`src/rtl/bdd_pkg.sv`:
```
// Shared types and constants for the bounded deque with dump.
// Used by the controller, the datapath, the top level and the checker.
package bdd_pkg;

    localparam int DEPTH_DEF = 16;
    localparam int DATA_W    = 32;
    localparam int REQ_W     = 2;
    localparam int KIND_W    = 3;

    typedef enum logic [REQ_W-1:0] {
        REQ_BACK  = 2'd0,
        REQ_FRONT = 2'd1,
        REQ_DUMP  = 2'd2
    } req_t;

    typedef enum logic [KIND_W-1:0] {
        KIND_ACCEPTED = 3'd0,
        KIND_FORWARD  = 3'd1,
        KIND_REVERSE  = 3'd2,
        KIND_EMPTY    = 3'd3,
        KIND_DROPPED  = 3'd4
    } kind_t;

    // Commands from the controller to the datapath.
    typedef struct packed {
        logic  latch;        // capture the incoming item
        logic  emit_status;  // load a status result into the output register
        kind_t status_kind;
        logic  push_wr;      // store the latched value and update pointers
        logic  dump_start;   // clear the dump sequencer
        logic  dump_run;     // let the dump sequencer issue reads
    } cmd_t;

    // Status from the datapath to the controller.
    typedef struct packed {
        logic [REQ_W-1:0] req;
        logic             full;
        logic             empty;
        logic             out_free;
        logic             dump_done;
    } status_t;

endpackage

```
`src/rtl/bounded_deque_with_dump_top.sv`:
```
// Channel   Direction  Signals                      Contents
// s_*       in         tvalid tready tdata tuser    one request: value, req_type
// m_*       out        tvalid tready tdata tuser    one result: value_res, kind, last
//                      tlast
//
// A push is accepted, then executed into the output register.
// A dump is accepted, clears the sequencer and issues its first read, then loads one
// result per cycle while the output register is free (2 * occupancy results), then ends.
// The pace comes from the single read port of the entry memory and its registered data.
// Reset clears the pointers, the occupancy, the sequencer and the output valid;
// the entry memory is not cleared. A stalled result waits in the output register
// while the next item is accepted; that item then waits for the register to free.
// Top level of the bounded deque with dump; depends on bdd_pkg, bdd_ctrl, bdd_dp.
module bounded_deque_with_dump_top #(
    parameter int DEPTH = bdd_pkg::DEPTH_DEF
) (
    input  logic        clk,
    input  logic        rst_n,
    input  logic        s_tvalid,
    output logic        s_tready,
    input  logic signed [31:0] s_tdata,   // [31:0] value
    input  logic [1:0]  s_tuser,          // [1:0] req_type
    output logic        m_tvalid,
    input  logic        m_tready,
    output logic signed [31:0] m_tdata,   // [31:0] value_res
    output logic [2:0]  m_tuser,          // [2:0] kind
    output logic        m_tlast           // last
);
    import bdd_pkg::*;

    cmd_t    cmd;
    status_t status;

    bdd_ctrl u_ctrl (
        .clk      (clk),
        .rst_n    (rst_n),
        .in_valid (s_tvalid),
        .in_ready (s_tready),
        .status   (status),
        .cmd      (cmd)
    );

    bdd_dp #(
        .DEPTH (DEPTH)
    ) u_dp (
        .clk       (clk),
        .rst_n     (rst_n),
        .in_req    (s_tuser),
        .in_value  (s_tdata),
        .cmd       (cmd),
        .status    (status),
        .out_valid (m_tvalid),
        .out_ready (m_tready),
        .out_kind  (m_tuser),
        .out_value (m_tdata),
        .out_last  (m_tlast)
    );

endmodule

```
`src/rtl/bdd_ctrl.sv`:
```
// Controller state machine for the bounded deque with dump.
// Depends on bdd_pkg; drives the datapath through cmd_t and watches status_t.
module bdd_ctrl (
    input  logic            clk,
    input  logic            rst_n,
    input  logic            in_valid,
    output logic            in_ready,
    input  bdd_pkg::status_t status,
    output bdd_pkg::cmd_t   cmd
);
    import bdd_pkg::*;

    typedef enum logic [1:0] {
        ST_IDLE,
        ST_EXEC,
        ST_DUMP
    } state_t;

    state_t state_reg;
    state_t state_next;

    always_comb
    begin
        state_next       = state_reg;
        in_ready         = 1'b0;
        cmd              = '0;
        cmd.status_kind  = KIND_ACCEPTED;
        case (state_reg)
            ST_IDLE:
            begin
                in_ready = 1'b1;
                if (in_valid)
                begin
                    cmd.latch  = 1'b1;
                    state_next = ST_EXEC;
                end
            end
            ST_EXEC:
            begin
                case (status.req)
                    REQ_BACK, REQ_FRONT:
                    begin
                        if (status.out_free)
                        begin
                            cmd.emit_status = 1'b1;
                            cmd.status_kind = status.full ? KIND_DROPPED : KIND_ACCEPTED;
                            cmd.push_wr     = !status.full;
                            state_next      = ST_IDLE;
                        end
                    end
                    REQ_DUMP:
                    begin
                        if (status.empty)
                        begin
                            if (status.out_free)
                            begin
                                cmd.emit_status = 1'b1;
                                cmd.status_kind = KIND_EMPTY;
                                state_next      = ST_IDLE;
                            end
                        end
                        else
                        begin
                            cmd.dump_start = 1'b1;
                            state_next     = ST_DUMP;
                        end
                    end
                    default:
                    begin
                        // Unused request code: the item is dropped silently.
                        state_next = ST_IDLE;
                    end
                endcase
            end
            ST_DUMP:
            begin
                cmd.dump_run = 1'b1;
                if (status.dump_done)
                begin
                    state_next = ST_IDLE;
                end
            end
            default:
            begin
                state_next = ST_IDLE;
            end
        endcase
    end

    always_ff @(posedge clk or negedge rst_n)
    begin
        if (!rst_n)
        begin
            state_reg <= ST_IDLE;
        end
        else
        begin
            state_reg <= state_next;
        end
    end

endmodule

```
`src/rtl/bdd_dp.sv`:
```
// Datapath of the bounded deque with dump: entry memory, ring pointers,
// dump sequencer with read-ahead register, and the output register.
// Depends on bdd_pkg; controlled by bdd_ctrl through cmd_t.
module bdd_dp #(
    parameter int DEPTH = bdd_pkg::DEPTH_DEF
) (
    input  logic                          clk,
    input  logic                          rst_n,
    input  logic [bdd_pkg::REQ_W-1:0]     in_req,
    input  logic signed [bdd_pkg::DATA_W-1:0] in_value,
    input  bdd_pkg::cmd_t                 cmd,
    output bdd_pkg::status_t              status,
    output logic                          out_valid,
    input  logic                          out_ready,
    output logic [bdd_pkg::KIND_W-1:0]    out_kind,
    output logic signed [bdd_pkg::DATA_W-1:0] out_value,
    output logic                          out_last
);
    import bdd_pkg::*;

    localparam int IW = $clog2(DEPTH);
    localparam int OW = $clog2(DEPTH + 1);
    localparam int CW = OW + 1;
    localparam logic [IW:0]   DEPTH_S   = (IW + 1)'(DEPTH);
    localparam logic [IW-1:0] LAST_SLOT = IW'(DEPTH - 1);
    localparam logic [OW-1:0] DEPTH_O   = OW'(DEPTH);

    logic [DATA_W-1:0] mem [DEPTH];

    logic [REQ_W-1:0]  req_reg;
    logic [DATA_W-1:0] val_reg;
    logic [IW-1:0]     front_reg, front_next;
    logic [OW-1:0]     occ_reg, occ_next;
    logic [CW-1:0]     cnt_reg, cnt_next;
    logic              rdv_reg, rdv_next;
    logic [DATA_W-1:0] rd_data_reg;
    logic [KIND_W-1:0] rd_kind_reg;
    logic              rd_last_reg;
    logic              out_valid_reg, out_valid_next;
    logic [KIND_W-1:0] out_kind_reg;
    logic [DATA_W-1:0] out_value_reg;
    logic              out_last_reg;

    logic              full, empty, out_free;
    logic [CW-1:0]     total, off_c;
    logic              fwd, issue, load;
    logic [IW:0]       back_sum, back_wrap, rd_sum, rd_wrap;
    logic [IW-1:0]     back_slot, front_dec, rd_addr, wr_addr;

    assign full     = (occ_reg == DEPTH_O);
    assign empty    = (occ_reg == '0);
    assign out_free = !out_valid_reg || out_ready;

    // Back slot sits occupancy entries past the front, wrapped around the ring.
    assign back_sum  = {1'b0, front_reg} + (IW + 1)'(occ_reg);
    assign back_wrap = (back_sum >= DEPTH_S) ? back_sum - DEPTH_S : back_sum;
    assign back_slot = back_wrap[IW-1:0];
    assign front_dec = (front_reg == '0) ? LAST_SLOT : front_reg - 1'b1;
    assign wr_addr   = (req_reg == REQ_FRONT) ? front_dec : back_slot;

    // The dump walks offsets 0..n-1 and then n-1..0.
    assign total   = {occ_reg, 1'b0};
    assign fwd     = (cnt_reg < {1'b0, occ_reg});
    assign off_c   = fwd ? cnt_reg : total - CW'(1) - cnt_reg;
    assign rd_sum  = {1'b0, front_reg} + {1'b0, off_c[IW-1:0]};
    assign rd_wrap = (rd_sum >= DEPTH_S) ? rd_sum - DEPTH_S : rd_sum;
    assign rd_addr = rd_wrap[IW-1:0];

    // The read register holds one entry ahead of the output register.
    assign load  = rdv_reg && out_free;
    assign issue = cmd.dump_run && (cnt_reg != total) && (!rdv_reg || load);

    always_comb
    begin
        front_next = front_reg;
        occ_next   = occ_reg;
        if (cmd.push_wr)
        begin
            occ_next = occ_reg + 1'b1;
            if (req_reg == REQ_FRONT)
            begin
                front_next = front_dec;
            end
        end

        cnt_next = cnt_reg;
        if (cmd.dump_start)
        begin
            cnt_next = '0;
        end
        else if (issue)
        begin
            cnt_next = cnt_reg + 1'b1;
        end

        rdv_next = rdv_reg;
        if (cmd.dump_start)
        begin
            rdv_next = 1'b0;
        end
        else if (issue)
        begin
            rdv_next = 1'b1;
        end
        else if (load)
        begin
            rdv_next = 1'b0;
        end

        out_valid_next = out_valid_reg;
        if (cmd.emit_status || load)
        begin
            out_valid_next = 1'b1;
        end
        else if (out_ready)
        begin
            out_valid_next = 1'b0;
        end
    end

    always_ff @(posedge clk or negedge rst_n)
    begin
        if (!rst_n)
        begin
            front_reg     <= '0;
            occ_reg       <= '0;
            cnt_reg       <= '0;
            rdv_reg       <= 1'b0;
            out_valid_reg <= 1'b0;
        end
        else
        begin
            front_reg     <= front_next;
            occ_reg       <= occ_next;
            cnt_reg       <= cnt_next;
            rdv_reg       <= rdv_next;
            out_valid_reg <= out_valid_next;
        end
    end

    always_ff @(posedge clk)
    begin
        if (cmd.latch)
        begin
            req_reg <= in_req;
            val_reg <= in_value;
        end
        if (cmd.push_wr)
        begin
            mem[wr_addr] <= val_reg;
        end
        if (issue)
        begin
            rd_data_reg <= mem[rd_addr];
            rd_kind_reg <= fwd ? KIND_FORWARD : KIND_REVERSE;
            rd_last_reg <= (cnt_reg == total - CW'(1));
        end
        if (cmd.emit_status)
        begin
            out_kind_reg  <= cmd.status_kind;
            out_value_reg <= '0;
            out_last_reg  <= 1'b1;
        end
        else if (load)
        begin
            out_kind_reg  <= rd_kind_reg;
            out_value_reg <= rd_data_reg;
            out_last_reg  <= rd_last_reg;
        end
    end

    assign status.req       = req_reg;
    assign status.full      = full;
    assign status.empty     = empty;
    assign status.out_free  = out_free;
    assign status.dump_done = (cnt_reg == total) && !rdv_reg;

    assign out_valid = out_valid_reg;
    assign out_kind  = out_kind_reg;
    assign out_value = out_value_reg;
    assign out_last  = out_last_reg;

endmodule

```
`config.mk`:
```
export PLATFORM = sky130hd
export DESIGN_NAME = bounded_deque_with_dump_top
export DESIGN_NICKNAME = d
export VERILOG_FILES = /design/src/rtl/bdd_pkg.sv /design/src/rtl/bounded_deque_with_dump_top.sv /design/src/rtl/bdd_ctrl.sv /design/src/rtl/bdd_dp.sv
export SDC_FILE = /design/constraint.sdc
export NUM_CORES = 1
export LEC_CHECK = 0
export BUFFER_PORTS_ARGS = -buffer_cell sky130_fd_sc_hd__buf_4
export CAP_MARGIN = 25
export CORE_MARGIN = 4
export CORE_UTILIZATION = 40
export CTS_CLUSTER_DIAMETER = 80
export DETAILED_ROUTE_END_ITERATION = 10
export MAX_ROUTING_LAYER = met4
export PLACE_DENSITY = 0.57
export SLEW_MARGIN = 10
export SYNTH_ARGS = -nofsm -noshare
export SYNTH_HDL_FRONTEND = slang
export SYNTH_SLANG_ARGS = --single-unit
```
`constraint.sdc`:
```
create_clock -name clk -period 4.5 [get_ports clk]
set_input_delay 0.9 -clock clk [delete_from_list [all_inputs] [get_ports clk]]
set_output_delay 0.9 -clock clk [all_outputs]
set_load 0.01 [all_outputs]
```
# --- Word level (Yosys, flattened, before mapping) ---
# Memories as Yosys holds them, arrays and structs flattened. A register that Yosys moved wholly into a read port is not among the register bits.
# Index checks and enable logic that the tools add are counted.
totals:
  word_cells: 93
  mem_count: 1
  in_bits: 38
  ramBits: 512
  ff_bits: 93
  output_inout_bits: 38
memory_table:
  columns: ["memory", "depth", "word_bits", "rd", "rd_ports_with_merged_regs", "write_ports", "line", "source"]
  rows:
  - ["u_dp.mem", 16, 32, 1, 1, 1, "bdd_dp.sv:28", "logic [DATA_W-1:0] mem [DEPTH];"]
classes:
  n_addsub: 9
  n_eq_ne: 10
  reduce_logical: 21
  n_lt_le_gt_ge: 3
  n_mux: 36
op_table:
  columns: ["operator", "count"]
  rows:
  - ["4-bit two-way mux", 7]
  - ["6-bit two-way mux", 3]
  - ["1-bit two-way mux", 14]
  - ["6-bit equality test", 2]
  - ["4-bit by 1-bit subtractor with 4-bit output (second input constant)", 3]
  - ["5-bit >= comparator (second input constant)", 2]
  - ["2-bit two-way mux", 5]
  - ["3-bit two-way mux", 3]
  - ["4-bit case mux with 2 select lines", 1]
  - ["6-bit by 1-bit adder with 6-bit output (second input constant)", 1]
  - ["6-bit by 5-bit less-than comparator with 1-bit output", 1]
  - ["6-bit != test", 1]
  - ["2-bit case mux with 3 select lines", 1]
  - ["2-bit nonzero test", 3]
  - ["6-bit by 1-bit subtractor with 6-bit output (second input constant)", 1]
  - ["4-bit by 4-bit adder with 5-bit output", 1]
  - ["4-bit by 5-bit adder with 5-bit output", 1]
  - ["5-bit by 1-bit adder with 5-bit output (second input constant)", 1]
  - ["5-bit equality test (second input constant)", 1]
  - ["5-bit logical NOT", 1]
  - ["5-bit two-way mux", 1]
  - ["2-bit by 1-bit equality test with 1-bit output (second input constant)", 2]
  - ["2-bit equality test (second input constant)", 2]
  - ["1-bit logical AND", 4]
  - ["other kinds (10)", 17]

# --- Longest topological paths before layout ---
# Gate-level depths: netlist of the first run.
logic_depth:
  ltp_word: 8
  depth_mapped: 15
  ltp_nobuf: 13

# --- Cells and area by module ---
# A second synthesis of the first run with hierarchy kept.
unflattened:
  hier_cells: 1209
  hier_area_um2: 24517.3
by_module_without_submodules:
  columns: ["mod", "area_each_um2", "n_inst", "cells_each", "seq_area_each_um2"]
  rows:
  - ["bdd_dp", 24349.6, 1, 1188, 18622.9]
  - ["bdd_ctrl", 167.7, 1, 21, 50.0]

# --- Worst setup path after synthesis of the first run ---
# No wires, ideal clock.
synth_timing:
  path_type: "input -> register"
  from: "input port m_tready"
  to: "memory u_dp.mem[2][0] (enable)"
  t_arrival_ps: 3385
  setup_time_ps: 421
  t_required_ps: 4079
  stages: 8
  path_buffers: 2
  slack_ps: 694
  cell_sequence: "nor2b_1 > clkbuf_1 > nor3_1 > and2_1 > buf_2 > nor2b_1 > nand2_1 > nor2_1"
synth_between:
  elab_chain_len: 6
synth_rtl:
  columns: ["element", "line", "source"]
  rows:
  - ["start, declared", "bounded_deque_with_dump_top.sv:24", "input logic m_tready,"]
  - ["1-bit logical OR", "bdd_dp.sv:52", "assign out_free = !out_valid_reg || out_ready;"]
  - ["5-bit two-way mux", "bdd_ctrl.sv:43", "if (status.out_free)"]
  - ["1-bit two-way mux", "bdd_ctrl.sv:40", "case (status.req)"]
  - ["6-bit two-way mux", "bdd_ctrl.sv:28", "case (state_reg)"]
  - ["1-bit two-way mux", "bdd_dp.sv:148", "if (cmd.push_wr)"]
  - ["1-bit two-way mux (not written as such)", "bdd_dp.sv:150", "mem[wr_addr] <= val_reg;"]
  - ["end, declared", "bdd_dp.sv:28", null]
# Every way passes these cells.

# --- Worst setup path after layout of the first run ---
layout_timing:
  from: "register u_dp.occ_reg[3]"
  to: "register u_dp.rd_data_reg[16] (read register of u_dp.mem) (data pin)"
layout_between:
  elab_chain_len: 5
  elab_cells_between_ends: 9
  cone_classes: "add/sub (2); order compare (2); eq/ne (1); mux (2); reduce/logical (2)"
layout_rtl:
  columns: ["element", "line", "source"]
  rows:
  - ["start, declared", "bdd_dp.sv:33", "logic [OW-1:0] occ_reg, occ_next;"]
  - ["start signal, assigned", "bdd_dp.sv:134", "occ_reg <= occ_next;"]
  - ["6-bit by 5-bit less-than comparator with 1-bit output", "bdd_dp.sv:63", "assign fwd = (cnt_reg < {1'b0, occ_reg});"]
  - ["4-bit two-way mux", "bdd_dp.sv:64", "assign off_c = fwd ? cnt_reg : total - CW'(1) - cnt_reg;"]
  - ["4-bit by 4-bit adder with 5-bit output", "bdd_dp.sv:65", "assign rd_sum = {1'b0, front_reg} + {1'b0, off_c[IW-1:0]};"]
  - ["4-bit by 1-bit subtractor with 4-bit output / 5-bit >= comparator (equally long branches)", "bdd_dp.sv:66", "assign rd_wrap = (rd_sum >= DEPTH_S) ? rd_sum - DEPTH_S : rd_sum;"]
  - ["4-bit two-way mux", "bdd_dp.sv:66", null]
  - ["end, declared", "bdd_dp.sv:36", "logic [DATA_W-1:0] rd_data_reg;"]
# Several ways; a longest one is shown, not always the timed one.
# A chain may end at the register's enable or synchronous reset.

==> impl_metrics.tcl, run 1 <==
set metrics [dict create \
    relSlewSlack_pct 36.9 \
    grt.overflow.total 0 \
    tightestPinTransition_ns 0.946 \
    placed_area_sq_mm 0.0266 \
    post-route-min-period_ns 4.08 \
    final.setup_skew_ns 0.0258 \
    grt_pass1_wl_um 80700 \
    route.detailed.drc 0 \
    synthCells 1216 \
    start_util_pct 40.6 \
    final-setup-viol-count 0 \
    critPathCaptureType "register" \
    crit_fanout 26 \
    synthAdderAreaFrac_pct 1.13 \
    place.gp.congestion 0.797 \
    drive_above_1_share_pct 26.6 \
    mostFrequentLayoutCells "edfxtp_1, mux4_2, mux2i_1, buf_4, nand2_1" \
    cts_buffers 70 \
    cp.required_ns 4.83 \
    synth_compound_area_share_pct 1.80 \
    status "completed" \
    yosysTopAreaCell "edfxtp_1" \
    fmax_mhz 245 \
    routed_wl_um 54100 \
    wl_per_cell_um 24.7 \
    ys_seq_elements 636 \
    ant_nets 0 \
    start_kind "register" \
    cts_resized 0 \
    die_x_um 256 \
    synth_top_family_by_area "multiplexers" \
    die_area_sq_mm 0.0655 \
    cp.arrival_ns 4.41 \
    clock_latency_ns 0.60 \
    cap_viol_max_count 0 \
    design_area_sq_mm 0.0288 \
    synth_edf_count 584 \
    core-area_sq_mm 0.0606 \
    track_usage_pct 17.1 \
    crit_slowest_cell "fa_4" \
    clock_path_buffers 3 \
    tns_ns 0 \
    final_common_cell "edfxtp_1" \
    port_buffers 75 \
    dominantRegCellSynth "edfxtp_1" \
    path_cells "inv_1 -> ha_1 -> a21o_1 -> a211oi_1 -> o21ai_2 -> xor2_1 -> ha_4 -> inv_1 -> fa_4 -> buf_4 -> mux4_2 -> mux2i_1 -> mux2i_1" \
    timing.final.crit_share_pct 90.6 \
    yosysWarnings 0 \
    syn_to_final_growth_pct 17.3 \
    crit_type "reg -> reg" \
    drt_iter0_markers 948 \
    critPathTopFamily "adder cells" \
    ys_types 51 \
    rsz0062_at_grt "false" \
    r2r_setup_slack_ns 0.42 \
    diodes 0 \
    min_path_type "in -> async" \
    drt-pass1-iter-count 5 \
    hpwl_um 28900 \
    placed_cells 2061 \
    final_cells 2189 \
    yosysSeqAreaShare_pct 76.0 \
    cts-htree-levels 3 \
    largest-register "u_dp.mem" \
    first_global_vias 12100 \
    vias_per_cell 5.36 \
    final_hold_viol_count 0 \
    drv_slew 0 \
    synthTopCellsByArea "edfxtp_1, mux4_2, mux2i_1, dfxtp_1, dfrtp_1" \
    cts_root_buffer "clkbuf_16" \
    die_h_um 256 \
    grt_max_degree 55 \
    cts_tree "done" \
    nNetsFinal 1410 \
    synth_simple_gate_area_share_pct 3.01 \
    syn_nets 1275 \
    avgSynthCellArea_sq_um 20.2 \
    synth_top_area_share_pct 71.4 \
    muxShareOfSynthArea_pct 15.7 \
    cts_setup_buffers 0 \
    synth_xor_xnor_area_share_pct 0.957 \
    io_pins 76 \
    async_flop_share_pct 2.99 \
    holdBufCountCts 0 \
    antenna_found_initial 0 \
    cp_num_buf_inv 3 \
    path_clk_slew_ns 0.06 \
    syn_area_sq_mm 0.0246 \
    clkSinkCount 636 \
    largest_register_ffs 512 \
    cp_slowest_stage_delay_ns 0.85 \
    rows 90 \
    num_vias 11700 \
]
synthesized netlist by cell type (2+ instances only):
cell	number
nor3_1	5
nand4_1	3
buf_4	2
mux4_2	128
and2_1	5
or3_1	2
o31ai_1	2
nand2b_1	8
mux2i_1	97
a21o_1	4
buf_6	2
inv_1	15
dfrtp_1	19
nor2_1	34
nand3_1	9
a22oi_1	4
fa_1	2
nor2b_1	5
ha_1	19
xnor2_1	15
xor2_1	5
nor4_1	2
buf_2	20
edfxtp_1	584
dfxtp_1	33
a211oi_1	2
a21oi_1	44
buf_8	3
nand2_1	84
o21ai_0	10
clkbuf_1	29
layout make-up:
| cell class | count | area (sq um) |
|---|---|---|
| Inverter | 15 | 56.3 |
| Clock inverter | 38 | 249 |
| Fill cell | 5002 | 31800 |
| Multi-Input combinational cell | 509 | 5720 |
| Timing Repair Buffer | 119 | 1220 |
| Sequential cell | 636 | 18700 |
| Tap cell | 782 | 978 |
| Clock buffer | 90 | 1920 |
metrics by stage:
stage / setup slack (ns) / hold WS [ns] / util [%]
finish: 0.424 / 0.185 / 47.6
detailed placement: 0.413 / 0.447 / 44.0
global placement: 0.473 / 0.446 / 44.0
global route: 0.208 / 0.186 / 47.6
floorplan: 0.694 / 0.434 / -
CTS: 0.402 / 0.159 / 47.6
worst paths after layout:
kind	start	end	depth (start not counted)
min reg2reg	u_dp.out_value[5]$_SDFFE_PP0P_	u_dp.out_value[5]$_SDFFE_PP0P_	2
max	u_dp.occ_reg[3]$_DFFE_PN0P_	u_dp.rd_data_reg[16]$_DFFE_PP_	13
max in group asynchronous	rst_n	u_dp.cnt_reg[4]$_DFFE_PN0P_	1
min	rst_n	u_dp.front_reg[1]$_DFFE_PN0P_	1
max reg2reg	u_dp.occ_reg[3]$_DFFE_PN0P_	u_dp.rd_data_reg[16]$_DFFE_PP_	13
min in group clk	u_dp.out_value[5]$_SDFFE_PP0P_	u_dp.out_value[5]$_SDFFE_PP0P_	2
cells by family (layout without fill, tap and decap cells):
kind of cell	count (synthesis)	in the layout
flops	636	636
buf+inv	71	262
simple gates	164	164
fa+ha+maj	21	21
xor+xnor	23	23
compound gates	76	76
mux	225	225
per-layer routing:
layer	global-route usage, %	wire (um)	share of wire (%)	vias to the layer above
met5	-	0	0	-
li1	-	-	-	5162
met4	4.36	964	1.8	0
met2	26.8	26200	48	315
met3	2.99	2950	5.5	73
met1	23.7	24000	44	6180
Power of run 1 is left out: the tool's default activity adds up to more than one toggle a clock period on the data nets, which glitch-free logic cannot reach.
==> run 2, diff against run 1 <==
--- a/config.mk
+++ b/config.mk
@@ -6,13 +6,13 @@
 export NUM_CORES = 1
 export LEC_CHECK = 0
 export BUFFER_PORTS_ARGS = -buffer_cell sky130_fd_sc_hd__buf_4
-export CAP_MARGIN = 25
 export CORE_MARGIN = 4
 export CORE_UTILIZATION = 40
 export CTS_CLUSTER_DIAMETER = 80
 export DETAILED_ROUTE_END_ITERATION = 10
 export MAX_ROUTING_LAYER = met4
 export PLACE_DENSITY = 0.57
+export REMOVE_ABC_BUFFERS = 1
 export SLEW_MARGIN = 10
 export SYNTH_ARGS = -nofsm -noshare
 export SYNTH_HDL_FRONTEND = slang
==> impl_metrics.tcl, run 2 (synthesis results as in run 1) <==
set metrics [dict create \
    first_global_vias 12200 \
    clock_path_buffers 3 \
    grt_pass1_wl_um 81700 \
    track_usage_pct 17.2 \
    die_area_sq_mm 0.0655 \
    cts_buffers 68 \
    final_hold_viol_count 0 \
    core-area_sq_mm 0.0606 \
    tns_ns 0 \
    grt.overflow.total 0 \
    largest-register "u_dp.mem" \
    crit_type "reg -> reg" \
    timing.final.crit_share_pct 91.6 \
    cp.required_ns 4.84 \
    cp.arrival_ns 4.46 \
    post-route-min-period_ns 4.12 \
    critPathCaptureType "register" \
    holdBufCountCts 0 \
    rsz0062_at_grt "false" \
    cts_resized 0 \
    drv_slew 0 \
    tightestPinTransition_ns 1.12 \
    start_kind "register" \
    num_vias 11600 \
    hpwl_um 28600 \
    final-setup-viol-count 0 \
    place.gp.congestion 0.765 \
    fmax_mhz 243 \
    mostFrequentLayoutCells "edfxtp_1, mux4_2, mux2i_1, buf_4, nand2_1" \
    die_x_um 256 \
    grt_max_degree 58 \
    ant_nets 0 \
    vias_per_cell 5.32 \
    clock_latency_ns 0.60 \
    relSlewSlack_pct 25.0 \
    final_util_pct 47.4 \
    antenna_found_initial 1 \
    start_util_pct 40.6 \
    crit_fanout 28 \
    status "completed" \
    crit_start "u_dp.occ_reg[3]$_DFFE_PN0P_" \
    cts_setup_buffers 0 \
    min_path_type "in -> async" \
    final.setup_skew_ns 0.0232 \
    cts_tree "done" \
    io_pins 76 \
    r2r_start "u_dp.occ_reg[3]$_DFFE_PN0P_" \
    syn_to_final_growth_pct 16.8 \
    nNetsFinal 1400 \
    drt_iter0_markers 830 \
    largest_register_ffs 512 \
    cts_root_buffer "clkbuf_16" \
    wl_per_cell_um 24.9 \
    rows 90 \
    cap_viol_max_count 0 \
    clkSinkCount 636 \
    drive_above_1_share_pct 25.8 \
    port_buffers 75 \
    cts-htree-levels 3 \
    path_clk_slew_ns 0.06 \
    drt-pass1-iter-count 5 \
    die_h_um 256 \
    route.detailed.drc 0 \
    final_common_cell "edfxtp_1" \
    routed_wl_um 54100 \
]
-- run 2: cell count changes in the layout (fill, tap and decap cells not counted), moves of 3 or more --
cell	change
buf_12	-6
bufinv_16	+3
clkbuf_1	+11
clkinv_1	-9
clkinv_2	-7
-- run 2: worst max-delay path: stages, from the launching register on --
cell and delay, ns:
dfrtp_1 0.49, inv_1 0.08, ha_1 0.29, a21o_1 0.16, a211oi_1 0.26, o21ai_2 0.16
xor2_1 0.25, ha_4 0.17, inv_1 0.05, fa_4 0.85, buf_4 0.41, mux4_2 0.37
mux2i_1 0.19, mux2i_1 0.10
-- run 2: layout make-up --
| cell class | instances | area, sq um |
|---|---|---|
| Clock buffer | 100 | 1930 |
| Fill cell | 5047 | 31900 |
| Clock inverter | 23 | 259 |
| Multi-Input combinational cell | 509 | 5720 |
| Inverter | 15 | 56.3 |
| Sequential cell | 636 | 18700 |
| Antenna cell | 1 | 2.50 |
| Tap cell | 782 | 978 |
| Timing Repair Buffer | 111 | 1080 |
-- run 2: path summary, 6_finish.rpt --
path	endpoint	slack [ns]	depth (start not counted)
max	u_dp.rd_data_reg[12]$_DFFE_PP_	0.38	13
min	u_dp.cnt_reg[4]$_DFFE_PN0P_	0.17	1
max reg2reg	u_dp.rd_data_reg[12]$_DFFE_PP_	0.38	13
min reg2reg	u_dp.out_value[17]$_SDFFE_PP0P_	0.45	2
max in group asynchronous	u_dp.front_reg[0]$_DFFE_PN0P_	4.09	1
min in group clk	u_dp.out_value[17]$_SDFFE_PP0P_	0.45	2
-- run 2: layer usage --
metal / vias up / share of wire [%] / track usage (%)
li1: 5148 / - / -
met1: 6125 / 46 / 24.0
met2: 232 / 48 / 26.5
met3: 81 / 4.1 / 3.28
met4: 0 / 2.1 / 4.33
met5: - / 0 / -
-- run 2: stage by stage --
stage	hold WS, ns	area [sq um]	std cells	worst slack (ns)
2_1_floorplan	0.435	24300	1160	-3.04
3_5_place_dp	0.450	26500	2053	0.352
4_1_cts	0.146	28700	2176	0.319
6_report	0.174	28700	2177	0.378
3_3_place_gp	0.446	26500	2053	0.381
5_1_grt	0.170	28700	2177	0.117
Power of run 2 is left out for the same reason.
==> run 3, diff against run 2 <==
--- a/config.mk
+++ b/config.mk
@@ -7,11 +7,11 @@
 export LEC_CHECK = 0
 export BUFFER_PORTS_ARGS = -buffer_cell sky130_fd_sc_hd__buf_4
 export CORE_MARGIN = 4
-export CORE_UTILIZATION = 40
+export CORE_UTILIZATION = 50
 export CTS_CLUSTER_DIAMETER = 80
 export DETAILED_ROUTE_END_ITERATION = 10
 export MAX_ROUTING_LAYER = met4
-export PLACE_DENSITY = 0.57
+export PLACE_DENSITY = 0.68
 export REMOVE_ABC_BUFFERS = 1
 export SLEW_MARGIN = 10
 export SYNTH_ARGS = -nofsm -noshare
==> impl_metrics.tcl, run 3 (synthesis results as in run 1) <==
set metrics [dict create \
    num_vias 11800 \
    cts_tree "done" \
    drv_slew 0 \
    mostFrequentLayoutCells "edfxtp_1, mux4_2, mux2i_1, buf_4, nand2_1" \
    cts_buffers 66 \
    timing.final.crit_share_pct 91.2 \
    grt.overflow.total 0 \
    largest_register_ffs 512 \
    cp.required_ns 4.82 \
    relSlewSlack_pct 33.2 \
    cts_root_buffer "clkbuf_16" \
    drive_above_1_share_pct 25.9 \
    final_hold_viol_count 0 \
    die_area_sq_mm 0.0528 \
    port_buffers 75 \
    final_cells 2044 \
    crit_fanout 52 \
    vias_per_cell 5.78 \
    cts-htree-levels 3 \
    drt-pass1-iter-count 6 \
    antenna_found_initial 0 \
    tightestPinTransition_ns 1.00 \
    fmax_mhz 244 \
    tns_ns 0 \
    largest-register "u_dp.mem" \
    clock_latency_ns 0.59 \
    diodes 0 \
    min_path_type "in -> async" \
    wl_per_cell_um 24.9 \
    die_h_um 230 \
    critPathCaptureType "register" \
    die_x_um 230 \
    first_global_vias 12000 \
    clock_path_buffers 3 \
    place.gp.congestion 0.789 \
    placed_cells 1925 \
    route.detailed.drc 0 \
    clkSinkCount 636 \
    routed_wl_um 51000 \
    worstRegToRegCells 13 \
    grt_pass1_wl_um 77800 \
    final_common_cell "edfxtp_1" \
    cp.arrival_ns 4.42 \
    syn_to_final_growth_pct 15.7 \
    path_clk_slew_ns 0.06 \
    nNetsFinal 1396 \
    track_usage_pct 20.4 \
    status "completed" \
    cts_setup_buffers 0 \
    core-area_sq_mm 0.0481 \
    final-setup-viol-count 0 \
    start_kind "register" \
    ant_nets 0 \
    final.setup_skew_ns 0.0183 \
    post-route-min-period_ns 4.10 \
    holdBufCountCts 0 \
    cap_viol_max_count 0 \
    rsz0062_at_grt "false" \
    grt_max_degree 53 \
    drt_iter0_markers 1189 \
    start_util_pct 51.0 \
    crit_type "reg -> reg" \
    rows 80 \
    hpwl_um 26800 \
    cts_resized 0 \
    io_pins 76 \
]
[run 3: cell types whose count changed in the layout (fill, tap and decap cells not counted)]
| cell | previous run | this run |
|---|---|---|
| clkbuf_1 | 25 | 16 |
| buf_12 | 20 | 16 |
| clkinv_2 | 5 | 8 |
| buf_4 | 91 | 93 |
| clkbuf_8 | 4 | 6 |
| clkinv_1 | 9 | 11 |
| clkinv_8 | 2 | 0 |
| clkinvlp_4 | 0 | 2 |
| bufinv_16 | 5 | 4 |
| diode_2 | 1 | 0 |
| inv_6 | 2 | 1 |
[run 3: final timing paths]
kind / startpoint / end / slack [ns]
setup / recovery: u_dp.occ_reg[3]$_DFFE_PN0P_ / u_dp.rd_data_reg[4]$_DFFE_PP_ / 0.40
hold / removal: rst_n / u_ctrl.state_reg[0]$_DFFE_PN0P_ / 0.19
setup reg to reg: u_dp.occ_reg[3]$_DFFE_PN0P_ / u_dp.rd_data_reg[4]$_DFFE_PP_ / 0.40
hold reg to reg: u_dp.out_value[4]$_SDFFE_PP0P_ / u_dp.out_value[4]$_SDFFE_PP0P_ / 0.45
max in group asynchronous: rst_n / u_dp.front_reg[0]$_DFFE_PN0P_ / 4.08
min in group clk: u_dp.out_value[4]$_SDFFE_PP0P_ / u_dp.out_value[4]$_SDFFE_PP0P_ / 0.45
[run 3: layer usage]
layer / GRT usage, % / up-vias / routed length, um
met5: - / - / 0
met3: 3.48 / 83 / 2660
met4: 4.91 / 0 / 1030
met2: 31.2 / 353 / 24900
li1: - / 5130 / -
met1: 29.3 / 6244 / 22300
[run 3: metrics by stage]
stage          setup WS [ns]  hold slack (ns)  area [sq um]  utilization (%)
3_5_place_dp           0.437            0.448         26300             54.6
6_report               0.397            0.187         28400             59.1
2_1_floorplan          -3.04            0.435         24300                -
3_3_place_gp           0.494            0.445         26300             54.6
5_1_grt                0.146            0.170         28400             59.1
4_1_cts                0.398            0.154         28400             59.1
[run 3: area by class of cell]
type / count / area [sq um]
Fill cell: 3461 / 19700
Inverter: 15 / 56.3
Clock buffer: 93 / 1920
Sequential cell: 636 / 18700
Tap cell: 656 / 821
Multi-Input combinational cell: 509 / 5720
Timing Repair Buffer: 109 / 1020
Clock inverter: 26 / 225
[run 3: worst max-delay path, stage by stage, from the launching register on]
cell and delay (ns):
dfrtp_1 0.49, inv_1 0.08, ha_1 0.29, a21o_1 0.17
a211oi_1 0.28, o21ai_2 0.17, xor2_1 0.25, ha_4 0.17
inv_1 0.05, fa_4 0.87, buf_12 0.30, mux4_2 0.35
mux2i_1 0.21, mux2i_1 0.10
Power of run 3 is left out for the same reason.
